### config.mk
export PLATFORM = sky130hd
export DESIGN_NAME = tile_map_box_collision_unit
export DESIGN_NICKNAME = d
export VERILOG_FILES = /design/src/rtl/core/tmbc_pkg.sv /design/src/rtl/core/tmbc_ram.sv /design/src/rtl/core/tmbc_scan_unit.sv /design/src/rtl/core/tile_map_box_collision_unit.sv
export SDC_FILE = /design/constraint.sdc
export NUM_CORES = 2
export LEC_CHECK = 0
export BUFFER_PORTS_ARGS = -buffer_cell sky130_fd_sc_hd__buf_2
export CELL_PAD_IN_SITES_DETAIL_PLACEMENT = 1
export CELL_PAD_IN_SITES_GLOBAL_PLACEMENT = 1
export CORE_ASPECT_RATIO = 2
export CORE_UTILIZATION = 31
export CTS_BUF_LIST = sky130_fd_sc_hd__clkbuf_8
export DETAILED_ROUTE_END_ITERATION = 8
export GPL_TIMING_DRIVEN = 0
export MAX_ROUTING_LAYER = met4
export PLACE_DENSITY_LB_ADDON = 0.1
export SYNTH_ARGS = -nofsm -noshare
export SYNTH_HDL_FRONTEND = slang
export SYNTH_SLANG_ARGS = --single-unit
### constraint.sdc
create_clock -name clock -period 5.45 [get_ports clock]
set_input_delay 0.545 -clock clock [delete_from_list [all_inputs] [get_ports clock]]
set_output_delay 0.545 -clock clock [all_outputs]
set_load 0.01 [all_outputs]
### src/rtl/core/tmbc_pkg.sv
package tmbc_pkg;

   localparam int COLS_W     = 7;
   localparam int ROWS_W     = 6;
   localparam int CSR_DATA_W = 7;
   localparam int CSR_IDX_W  = 1;

   localparam logic [CSR_IDX_W-1:0] CSR_COLS_IN_USE = 1'd0;
   localparam logic [CSR_IDX_W-1:0] CSR_ROWS_IN_USE = 1'd1;

   localparam logic [COLS_W-1:0] COLS_RESET = 7'd40;
   localparam logic [ROWS_W-1:0] ROWS_RESET = 6'd30;

   localparam logic FUNC_LOAD  = 1'b0;
   localparam logic FUNC_QUERY = 1'b1;

   typedef struct packed {
      logic               func;
      logic [5:0]         tile_col;
      logic [4:0]         tile_row;
      logic               tile_solid;
      logic signed [15:0] rect_left;
      logic signed [15:0] rect_right;
      logic signed [15:0] rect_top;
      logic signed [15:0] rect_bottom;
   } req_type;

   typedef struct packed {
      logic        hit;
      logic [11:0] chip_left;
      logic [11:0] chip_right;
      logic [10:0] chip_top;
      logic [10:0] chip_bottom;
   } rsp_type;

   typedef enum logic [2:0] {
      ST_CLEAR,
      ST_IDLE,
      ST_LOAD_RD,
      ST_LOAD_WR,
      ST_PREP,
      ST_SCAN,
      ST_RESULT
   } state_type;

   typedef struct packed {
      logic prep;
      logic scan;
      logic step;
   } scan_ctrl_type;

endpackage

### src/rtl/core/tmbc_ram.sv
module tmbc_ram #(
   parameter int WIDTH = 32,
   parameter int DEPTH = 64,
   localparam int AW   = (DEPTH > 1) ? $clog2(DEPTH) : 1
) (
   input  logic             clock,
   input  logic             wr_en,
   input  logic [AW-1:0]    wr_addr,
   input  logic [WIDTH-1:0] wr_data,
   input  logic [AW-1:0]    rd_addr,
   output logic [WIDTH-1:0] rd_data
);

   logic [WIDTH-1:0] mem_ff [DEPTH];

   always_ff @(posedge clock) begin
      if (wr_en) begin
         mem_ff[wr_addr] <= wr_data;
      end
      rd_data <= mem_ff[rd_addr];
   end

endmodule

### src/rtl/core/tmbc_scan_unit.sv
module tmbc_scan_unit #(
   parameter int MAP_COLS  = 64,
   parameter int MAP_ROWS  = 32,
   parameter int TILE_SIZE = 32,
   localparam int RW  = (MAP_ROWS > 1) ? $clog2(MAP_ROWS) : 1,
   localparam int NRW = $clog2(MAP_ROWS + 1)
) (
   input  logic                    clock,
   input  tmbc_pkg::scan_ctrl_type ctrl,
   input  logic signed [15:0]      rect_left,
   input  logic signed [15:0]      rect_right,
   input  logic signed [15:0]      rect_top,
   input  logic signed [15:0]      rect_bottom,
   input  logic [NRW-1:0]          nrows,
   input  logic [MAP_ROWS-1:0]     rd_word,
   output logic                    col_hit,
   output logic [11:0]             chip_left,
   output logic [11:0]             chip_right,
   output logic [10:0]             chip_top,
   output logic [10:0]             chip_bottom
);

   import tmbc_pkg::*;

   localparam int XB = $clog2(MAP_COLS * TILE_SIZE + TILE_SIZE + 1);
   localparam int XW = ((XB > 16) ? XB : 16) + 1;
   localparam int YB = $clog2(MAP_ROWS * TILE_SIZE + TILE_SIZE + 1);
   localparam int YW = ((YB > 16) ? YB : 16) + 1;

   logic [MAP_ROWS-1:0] row_mask_ff, row_mask_in;
   logic [XW-1:0]       col_left_ff, col_left_in;
   logic [RW-1:0]       hit_row_ff, hit_row_in;

   logic signed [XW-1:0] rl_x, rr_x, left_x, right_x;
   logic signed [YW-1:0] rt_y, rb_y;
   logic                 col_ok;
   logic [MAP_ROWS-1:0]  hits;
   logic [RW-1:0]        first_row;
   logic [YW-1:0]        top_px;
   logic [XW-1:0]        right_px;

   assign rl_x    = XW'(rect_left);
   assign rr_x    = XW'(rect_right);
   assign rt_y    = YW'(rect_top);
   assign rb_y    = YW'(rect_bottom);
   assign left_x  = $signed(col_left_ff);
   assign right_px = col_left_ff + XW'(TILE_SIZE);
   assign right_x = $signed(right_px);

   assign col_ok  = (left_x <= rr_x) && (right_x >= rl_x);
   assign hits    = rd_word & row_mask_ff & {MAP_ROWS{col_ok}};
   assign col_hit = |hits;

   always_comb begin
      first_row = '0;
      for (int r = MAP_ROWS - 1; r >= 0; r--) begin
         if (hits[r]) begin
            first_row = RW'(r);
         end
      end
   end

   always_comb begin
      row_mask_in = row_mask_ff;
      if (ctrl.prep) begin
         for (int r = 0; r < MAP_ROWS; r++) begin
            row_mask_in[r] = ($signed(YW'(r * TILE_SIZE)) <= rb_y)
                          && ($signed(YW'(r * TILE_SIZE + TILE_SIZE)) >= rt_y)
                          && (r < int'(nrows));
         end
      end
   end

   always_comb begin
      col_left_in = col_left_ff;
      if (ctrl.prep) begin
         col_left_in = '0;
      end else if (ctrl.step) begin
         col_left_in = right_px;
      end
   end

   always_comb begin
      hit_row_in = hit_row_ff;
      if (ctrl.scan && col_hit) begin
         hit_row_in = first_row;
      end
   end

   always_ff @(posedge clock) begin
      row_mask_ff <= row_mask_in;
      col_left_ff <= col_left_in;
      hit_row_ff  <= hit_row_in;
   end

   assign top_px      = YW'(hit_row_ff) * YW'(TILE_SIZE);
   assign chip_left   = 12'(col_left_ff);
   assign chip_right  = 12'(right_px);
   assign chip_top    = 11'(top_px);
   assign chip_bottom = 11'(top_px + YW'(TILE_SIZE));

endmodule

### src/rtl/core/tile_map_box_collision_unit.sv
// Load: accepted, then a read and a write of the column word (no write for a tile
// outside the map); the next beat is accepted once the unit is back in idle.
// Query: a prepare step, then one tile column per cycle through the shared compare
// unit over up to min(cols_in_use, MAP_COLS) columns, stopping at the first hit, then
// a result step registers the result. Reset: cols_in_use 40, rows_in_use 30; the tile
// store is swept to zero, with req_stall high, before the first beat is accepted.
module tile_map_box_collision_unit #(
   parameter int MAP_COLS  = 64,
   parameter int MAP_ROWS  = 32,
   parameter int TILE_SIZE = 32
) (
   input  logic                                clock,
   input  logic                                reset,
   input  logic                                req_valid,
   output logic                                req_stall,
   input  tmbc_pkg::req_type                   req_data,
   output logic                                rsp_valid,
   input  logic                                rsp_stall,
   output tmbc_pkg::rsp_type                   rsp_data,
   input  logic                                csr_wr_en,
   input  logic [tmbc_pkg::CSR_IDX_W-1:0]      csr_index,
   input  logic [tmbc_pkg::CSR_DATA_W-1:0]     csr_wr_data
);

   import tmbc_pkg::*;

   localparam int CW  = (MAP_COLS > 1) ? $clog2(MAP_COLS) : 1;
   localparam int RW  = (MAP_ROWS > 1) ? $clog2(MAP_ROWS) : 1;
   localparam int NW  = $clog2(MAP_COLS + 1);
   localparam int NRW = $clog2(MAP_ROWS + 1);

   state_type   state_ff, state_in;
   req_type     req_ff, req_in;
   rsp_type     rsp_ff, rsp_in;
   logic        rsp_valid_ff, rsp_valid_in;
   logic [CW-1:0] col_ff, col_in;
   logic        found_ff, found_in;
   logic [COLS_W-1:0] cols_ff, cols_in;
   logic [ROWS_W-1:0] rows_ff, rows_in;

   logic [NW-1:0]  ncols;
   logic [NRW-1:0] nrows;
   logic           req_accept;
   logic           last_col;
   logic           load_in_map;
   logic [CW-1:0]  load_col;
   logic [RW-1:0]  load_row;

   logic                ram_we;
   logic [CW-1:0]       ram_wr_addr;
   logic [MAP_ROWS-1:0] ram_wr_data;
   logic [CW-1:0]       ram_rd_addr;
   logic [MAP_ROWS-1:0] ram_rd_data;

   scan_ctrl_type ctrl;
   logic          col_hit;
   logic [11:0]   s_left, s_right;
   logic [10:0]   s_top, s_bottom;

   assign ncols = (int'(cols_ff) > MAP_COLS) ? NW'(MAP_COLS) : NW'(cols_ff);
   assign nrows = (int'(rows_ff) > MAP_ROWS) ? NRW'(MAP_ROWS) : NRW'(rows_ff);

   assign req_stall  = (state_ff != ST_IDLE);
   assign req_accept = req_valid && !req_stall;
   assign last_col   = ((NW'(col_ff) + NW'(1)) == ncols);

   assign load_in_map = (int'(req_ff.tile_col) < MAP_COLS) && (int'(req_ff.tile_row) < MAP_ROWS);
   assign load_col    = CW'(req_ff.tile_col);
   assign load_row    = RW'(req_ff.tile_row);

   tmbc_ram #(
      .WIDTH (MAP_ROWS),
      .DEPTH (MAP_COLS)
   ) u_tile_ram (
      .clock   (clock),
      .wr_en   (ram_we),
      .wr_addr (ram_wr_addr),
      .wr_data (ram_wr_data),
      .rd_addr (ram_rd_addr),
      .rd_data (ram_rd_data)
   );

   tmbc_scan_unit #(
      .MAP_COLS  (MAP_COLS),
      .MAP_ROWS  (MAP_ROWS),
      .TILE_SIZE (TILE_SIZE)
   ) u_scan (
      .clock       (clock),
      .ctrl        (ctrl),
      .rect_left   (req_ff.rect_left),
      .rect_right  (req_ff.rect_right),
      .rect_top    (req_ff.rect_top),
      .rect_bottom (req_ff.rect_bottom),
      .nrows       (nrows),
      .rd_word     (ram_rd_data),
      .col_hit     (col_hit),
      .chip_left   (s_left),
      .chip_right  (s_right),
      .chip_top    (s_top),
      .chip_bottom (s_bottom)
   );

   always_comb begin
      cols_in = cols_ff;
      rows_in = rows_ff;
      if (csr_wr_en) begin
         case (csr_index)
            CSR_COLS_IN_USE: cols_in = csr_wr_data[COLS_W-1:0];
            CSR_ROWS_IN_USE: rows_in = csr_wr_data[ROWS_W-1:0];
            default: ;
         endcase
      end
   end

   always_comb begin
      state_in     = state_ff;
      req_in       = req_ff;
      col_in       = col_ff;
      found_in     = found_ff;
      rsp_in       = rsp_ff;
      rsp_valid_in = rsp_valid_ff && rsp_stall;
      ctrl         = '0;
      ram_we       = 1'b0;
      ram_wr_addr  = col_ff;
      ram_wr_data  = '0;
      ram_rd_addr  = col_ff;

      case (state_ff)
         ST_CLEAR: begin
            ram_we = 1'b1;
            col_in = CW'(col_ff + CW'(1));
            if (col_ff == CW'(MAP_COLS - 1)) begin
               col_in   = '0;
               state_in = ST_IDLE;
            end
         end
         ST_IDLE: begin
            if (req_accept) begin
               req_in   = req_data;
               state_in = (req_data.func == FUNC_QUERY) ? ST_PREP : ST_LOAD_RD;
            end
         end
         ST_LOAD_RD: begin
            ram_rd_addr = load_col;
            state_in    = load_in_map ? ST_LOAD_WR : ST_IDLE;
         end
         ST_LOAD_WR: begin
            ram_we               = 1'b1;
            ram_wr_addr          = load_col;
            ram_wr_data          = ram_rd_data;
            ram_wr_data[load_row] = req_ff.tile_solid;
            state_in             = ST_IDLE;
         end
         ST_PREP: begin
            ctrl.prep   = 1'b1;
            ram_rd_addr = '0;
            col_in      = '0;
            found_in    = 1'b0;
            state_in    = (ncols == '0) ? ST_RESULT : ST_SCAN;
         end
         ST_SCAN: begin
            ctrl.scan   = 1'b1;
            ram_rd_addr = CW'(col_ff + CW'(1));
            if (col_hit) begin
               found_in = 1'b1;
               state_in = ST_RESULT;
            end else if (last_col) begin
               state_in = ST_RESULT;
            end else begin
               ctrl.step = 1'b1;
               col_in    = CW'(col_ff + CW'(1));
            end
         end
         ST_RESULT: begin
            if (!rsp_valid_ff || !rsp_stall) begin
               rsp_valid_in = 1'b1;
               rsp_in       = '0;
               rsp_in.hit   = found_ff;
               if (found_ff) begin
                  rsp_in.chip_left   = s_left;
                  rsp_in.chip_right  = s_right;
                  rsp_in.chip_top    = s_top;
                  rsp_in.chip_bottom = s_bottom;
               end
               state_in = ST_IDLE;
            end
         end
         default: begin
            state_in = ST_IDLE;
         end
      endcase
   end

   always_ff @(posedge clock) begin
      if (reset) begin
         state_ff     <= ST_CLEAR;
         col_ff       <= '0;
         found_ff     <= 1'b0;
         rsp_valid_ff <= 1'b0;
         cols_ff      <= COLS_RESET;
         rows_ff      <= ROWS_RESET;
      end else begin
         state_ff     <= state_in;
         col_ff       <= col_in;
         found_ff     <= found_in;
         rsp_valid_ff <= rsp_valid_in;
         cols_ff      <= cols_in;
         rows_ff      <= rows_in;
      end
   end

   always_ff @(posedge clock) begin
      req_ff <= req_in;
      rsp_ff <= rsp_in;
   end

   assign rsp_valid = rsp_valid_ff;
   assign rsp_data  = rsp_ff;

   a_clear_writes_zero: assert property (@(posedge clock) disable iff (reset)
      (state_ff == ST_CLEAR) |-> (ram_we && (ram_wr_data == '0)))
      else $error("clear sweep must write zero words");

   a_result_from_seq: assert property (@(posedge clock) disable iff (reset)
      $rose(rsp_valid_ff) |-> ($past(state_ff) == ST_RESULT))
      else $error("result beat raised outside the result step");

   a_miss_zero_bounds: assert property (@(posedge clock) disable iff (reset)
      (rsp_valid_ff && !rsp_ff.hit) |-> ((rsp_ff.chip_left == '0) && (rsp_ff.chip_right == '0)
         && (rsp_ff.chip_top == '0) && (rsp_ff.chip_bottom == '0)))
      else $error("miss carries non-zero bounds");

   a_scan_in_range: assert property (@(posedge clock) disable iff (reset)
      (state_ff == ST_SCAN) |-> (NW'(col_ff) < ncols))
      else $error("scan column beyond columns in use");

endmodule

Word level (Yosys, flattened, before mapping)
Memory sizes are Yosys's and may differ from the RTL's. A register that Yosys moved wholly into a read port is not among the register bits.
Cells that the tools add are included.
{"block": "word_totals", "reg_bits": 201, "ram_bits": 2048, "input_bits": 90, "elab_cells": 304, "memories": 1}
{"block": "op_classes", "add_sub_neg": 4, "order_cmp": 102, "eq_ne": 16, "n_mux": 62, "bitwise_logic": 3, "n_reduce_logical": 90}
{"memory": "u_tile_ram.mem_ff", "words": 64, "word_bits": 32, "rd": 1, "rd_ports_with_merged_regs": 1, "write_ports": 1, "line": "tmbc_ram.sv:14", "text": "logic [WIDTH-1:0] mem_ff [DEPTH];"}
{"op": "$ge A11 B16 Y1 const A", "count": 16}
{"op": "$le A11 B16 Y1 const A", "count": 16}
{"op": "$ge A10 B16 Y1 const A", "count": 8}
{"op": "$le A10 B16 Y1 const A", "count": 8}
{"op": "$lt A5 B6 Y1 const A", "count": 16}
{"op": "$mux W5", "count": 16}
{"op": "$logic_and A1 B1 Y1", "count": 69}
{"op": "$and A32 B32 Y32", "count": 2}
{"op": "$ge A9 B16 Y1 const A", "count": 4}
{"op": "$le A9 B16 Y1 const A", "count": 4}
{"op": "$lt A4 B6 Y1 const A", "count": 8}
{"op": "$pmux W6 S3", "count": 2}
{"op": "$bwmux W32", "count": 1}
{"op": "$ge A8 B16 Y1 const A", "count": 2}
{"op": "$le A8 B16 Y1 const A", "count": 2}
{"op": "$mux W32", "count": 1}
{"op": "$mux W4", "count": 8}
{"op": "$reduce_or A32 Y1", "count": 1}
{"op": "$mux W3", "count": 10}
{"op": "$mux W6", "count": 5}
{"op": "$lt A3 B6 Y1 const A", "count": 4}
{"op": "$pmux W3 S6", "count": 1}
{"op": "$add A17 B6 Y17 const B", "count": 1}
{"op": "$ge A17 B16 Y1", "count": 1}
{"op": "other kinds (42)", "count": 71}

Depth between registers and ports, before layout
{"block": "depth", "ltp_word": 35, "depth_mapped": 16, "ltp_nobuf": 15}

Cells and area by module
Synthesis repeated with hierarchy kept, for this count alone.
{"block": "unflattened", "hier_cells": 4426, "hier_area_um2": 89533.4}
{"mod": "tmbc_ram", "instances": 1, "cells_per_inst": 3324, "area_each_um2": 78515.3, "seq_area_each_um2": 62139.6}
{"mod": "tile_map_box_collision_unit", "instances": 1, "cells_per_inst": 569, "area_each_um2": 6497.5, "seq_area_each_um2": 4174.0}
{"mod": "tmbc_scan_unit", "instances": 1, "cells_per_inst": 533, "area_each_um2": 4520.6, "seq_area_each_um2": 1351.3}

Worst setup path before layout
Ideal clock, no wire load.
{"block": "synth_path", "path_type": "register to register", "start": "register state_ff[2]", "end": "register req_ff, in the netlist load_col[0] (enable)", "setup_ps": 511, "arrival_time_ps": 4256, "required_ps": 4939, "slack_ps": 684, "path_stages_with_launch": 6, "path_cell_list": "dfxtp_1 -> buf_2 -> clkbuf_1 -> clkbuf_1 -> nand2b_1 -> nor2_1"}
{"block": "synth_via", "elab_chain_len": 4}
{"element": "start: declaration", "line": "tile_map_box_collision_unit.sv:32", "text": "state_type state_ff, state_in;"}
{"element": "start signal: assignment", "line": "tile_map_box_collision_unit.sv:203", "text": "state_ff <= state_in;"}
{"element": "$ne A3 B1 Y1", "line": "tile_map_box_collision_unit.sv:63", "text": "assign req_stall = (state_ff != ST_IDLE);"}
{"element": "named net req_stall", "line": "tile_map_box_collision_unit.sv:15", "text": "output logic req_stall,"}
{"element": "$logic_not A1 Y1", "line": "tile_map_box_collision_unit.sv:64", "text": "assign req_accept = req_valid && !req_stall;"}
{"element": "$logic_and A1 B1 Y1", "line": "tile_map_box_collision_unit.sv:64"}
{"element": "$reduce_and A2 Y1 (no line)"}
{"element": "end signal: assignment", "line": "tile_map_box_collision_unit.sv:213", "text": "req_ff <= req_in;"}
{"element": "end: declaration", "line": "tile_map_box_collision_unit.sv:33", "text": "req_type req_ff, req_in;"}
The timed path passes the listed nets, and every way through them passes these cells.
A chain may end at the register's enable or synchronous reset.

Worst setup path after layout
{"block": "layout_path", "start": "register state_ff[0]", "end": "register u_tile_ram.rd_data[5] (read register of u_tile_ram.mem_ff)"}
{"block": "layout_via", "elab_chain_len": 2}
{"element": "$eq A3 B3 Y1 / $eq A3 B2 Y1 (equally long branches)", "line": "tile_map_box_collision_unit.sv:128", "text": "case (state_ff)"}
{"element": "$pmux W6 S3 (*)", "line": "tile_map_box_collision_unit.sv:128"}
{"element": "end: declaration", "line": "tmbc_ram.sv:11", "text": "output logic [WIDTH-1:0] rd_data"}
Mark *: on every way between the ends. The rest lies on a longest branch, timed or not.

==> results_dict.tcl <==
set metrics [dict create \
    outcome "finished, violations left" \
    violations "max-capacitance violations" \
    required_ns 6.35 \
    place_ws_ns -1.03 \
    dp.cells 10600 \
    die_h_microns 770 \
    clkLatencyLatePin_ns 1.03 \
    p_per_area_nw_per_um2 330 \
    yosysSeqAreaShare_pct 73.3 \
    worstSetupPathType "reg2reg" \
    cts_setup_buffers 0 \
    drive_gt1_share_pct 15.0 \
    r2r_start "state_ff[0]" \
    rows 281 \
    post-route-period-util_pct 98.8 \
    tightestPinTransition_ns 1.47 \
    grt_pass1_wl_microns 502000 \
    firstDrtPassIters 7 \
    n_fill_cell 30300 \
    fmax_mhz 186 \
    final-seq-area_sq_um 67000 \
    ant_nets 0 \
    drv_slew 0 \
    multi_input_area_sq_um 23400 \
    min_path_type "in2reg" \
    synth_edf_count 2187 \
    end_kind "flop" \
    ys_seq_elements 2255 \
    grt_max_degree 41 \
    drc 0 \
    wl_per_cell_microns 32.5 \
    grt_usage_pct 25.2 \
    start_util_pct 31.2 \
    syn_area_per_cell_sq_um 14.1 \
    worstSetupStartpointType "flop" \
    overflow 0 \
    core_area_sq_um 293000 \
    die-area_sq_um 297000 \
    min_period_ns 5.38 \
    clkSinkCount 2255 \
    ctsHtreeMaxLevel 5 \
    r2r_end "u_tile_ram.rd_data[5]" \
    cts_made_buffers 338 \
    finalNetCount 7342 \
    first_global_vias 63100 \
    cp-endpoint "u_tile_ram.rd_data[5]" \
    antenna_found_initial 20 \
    worst-path-max-fanout 10 \
    finalWirelength_microns 368000 \
    hold_viol 0 \
    area_growth_pct 18.5 \
    cts_root_buf "clkbuf_8" \
    synth_warnings 0 \
    cap_violations 1 \
    routabilityCongestion 0.941 \
    slew_headroom_pct 1.71 \
    skew_ns 0.0708 \
    clk_path_buf_depth 4 \
    place_hpwl_microns 273000 \
    ff2ff_setup_slack_ns 0.07 \
    synthFlopType "edfxtp_1" \
    synth_cells 6501 \
    rsz0062_at_grt "false" \
    peakVddDrop_mv 0.135 \
    cts_tree "yes" \
    rr_worst_depth 12 \
    finalWorstSetupSlack_ns 0.0663 \
    fin_cells 11300 \
    yosysUniqueCellTypes 72 \
    io-pin-count 139 \
    dieWidth_microns 386 \
    vias 58700 \
    clkSlewWorstSetupHoldPaths_ns 0.07 \
    crit_start "state_ff[0]" \
    async_reset_ff_share_pct 0 \
    setup_viol 0 \
    power_mw 35.7 \
    arrival_ns 6.28 \
    viasPerCell 5.19 \
    leakagePower_nw 37.1 \
    drt_iter0_drc 3350 \
    port_buffers 114 \
    netlist_area_sq_um 91400 \
    whs_ns 0.231 \
]
timing repair:
action,in CTS,in global routing
endpoints found under the hold margin,136,0
setup endpoints to repair,32,0
hold buffers,91,0
gates resized for setup,51,0
how the worst min path moves through the flow:
| stage | from | to | slack, ns | cells after the start |
|---|---|---|---|---|
| floorplan | cols_ff[4] | cols_ff[4] | 0.46 | 2 |
| global placement | cols_ff[0] | cols_ff[0] | 0.49 | 2 |
| detailed placement | cols_ff[0] | cols_ff[0] | 0.50 | 2 |
| CTS | req_data[1] | req_ff[1] | 0.11 | 2 |
| global route | req_data[2] | req_ff[2] | 0.19 | 2 |
| finish | req_data[1] | req_ff[1] | 0.23 | 2 |
placed cells by master, fill, tap and decap left out, types with 42 or more instances in the layout:
cell and n:
clkbuf_1 264, mux2_2 128, dfxtp_1 68, clkbuf_8 353, a21oi_1 87, buf_2 226, clkinv_1 96, mux2i_1 273
buf_4 42, nor2_1 66, o21ai_0 174, and2_1 281, nand3_1 190, dlygate4sd3_1 91, a211oi_1 261, a221o_1 99
o22ai_1 161, edfxtp_1 2187, buf_12 113, nand2_1 1310, nor2_4 73, inv_1 134, a31oi_1 268
per-layer routing:
layer | track usage (%) | up-vias | part of all wire [%]
met5 | - | - | 0
met4 | 18.9 | 0 | 8.9
met3 | 2.95 | 727 | 3.4
met2 | 46.7 | 1453 | 55
met1 | 23.3 | 30400 | 33
li1 | - | 26200 | -
Yosys cell counts, types with 4 or more instances:
cell / instances / area share (%)
nor3_1: 30 / 0.16
a31oi_1: 270 / 1.8
dfxtp_1: 68 / 1.5
ha_1: 27 / 0.37
inv_1: 39 / 0.16
a22o_1: 5 / 0.048
nor4_1: 24 / 0.16
o21ai_0: 174 / 0.95
buf_6: 12 / 0.15
or4_1: 4 / 0.033
o22ai_1: 161 / 1.1
buf_1: 27 / 0.11
and3_1: 17 / 0.12
edfxtp_1: 2187 / 72
mux2i_1: 273 / 3.0
buf_4: 28 / 0.23
o21a_1: 10 / 0.082
xor2_1: 11 / 0.11
a221oi_1: 70 / 0.67
a2111oi_0: 10 / 0.096
or3_1: 13 / 0.089
o211ai_1: 6 / 0.049
a32oi_1: 4 / 0.038
nand3_1: 190 / 1.0
mux2_2: 128 / 1.6
o31ai_1: 4 / 0.033
nor2b_1: 8 / 0.055
nor2_1: 139 / 0.57
a31o_2: 6 / 0.057
a21oi_1: 112 / 0.61
clkbuf_1: 274 / 1.1
nand2b_1: 16 / 0.11
nand2_1: 1310 / 5.4
a22oi_1: 11 / 0.090
nand3b_1: 5 / 0.041
or2_2: 6 / 0.041
and2_1: 281 / 1.9
xnor2_1: 6 / 0.057
a221o_1: 99 / 1.1
nand4_1: 8 / 0.055
a211oi_1: 261 / 2.1
nor3b_1: 7 / 0.057
buf_2: 111 / 0.61
a21o_1: 9 / 0.074
where the power goes:
group | switching [mW] | internal [mW]
clock | 6.95 | 6.37
sequential | 0.105 | 18.9
combinational | 2.50 | 0.954
metrics by stage:
| stage | cell area, sq um | utilization, % | TNS, ns |
|---|---|---|---|
| 2_1_floorplan | 91500 | - | 0 |
| 3_3_place_gp | 96800 | 33.1 | -8501.58 |
| 3_5_place_dp | 101000 | 34.5 | -19.66 |
| 4_1_cts | 108000 | 37.0 | 0 |
| 5_1_grt | 108000 | 37.0 | 0 |
| 6_report | 108000 | 37.0 | 0 |
sequential cells by signal (all words and copies together), names as in the netlist:
signal / cells
u_tile_ram.mem_ff: 2048
req_ff: 65
u_scan.row_mask_ff: 32
u_tile_ram.rd_data: 32
rsp_data: 26
u_scan.col_left_ff: 12
cols_ff: 7
col_ff: 6
load_col: 6
rows_ff: 6
load_row: 5
u_scan.hit_row_ff: 5
state_ff: 3
found_ff: 1
rsp_valid: 1
cells by family after synthesis:
logic type | synth area share [%]
AOI/OAI and AO/OA | 9.22
and+or+nand+nor | 9.97
adders and majority gates | 0.370
buffers and inverters | 2.39
muxes | 4.57
other | 0.00410
DFF | 73.3
xor gates and xnor gates | 0.163
cell type report:
type	count	area share, %
Sequential cell	2255	61.9
Multi-Input combinational cell	3774	21.6
Clock buffer	353	4.49
Tap cell	3820	4.41
Timing Repair Buffer	364	4.37
Buffer	452	1.90
Clock inverter	238	1.11
Inverter	40	0.140
Antenna cell	15	0.0347
worst max-delay path, stage by stage (launching register included):
cell and delay, ns:
dfxtp_1 0.40, nor2b_2 0.44, a221oi_1 0.19, a31oi_4 0.49, buf_4 0.44, buf_4 0.43, buf_4 0.49, buf_2 0.55
buf_2 0.36, a31oi_1 0.13, a221oi_2 0.60, o22ai_1 0.31, a221o_1 0.36
Power figures use the tool's default switching activity.
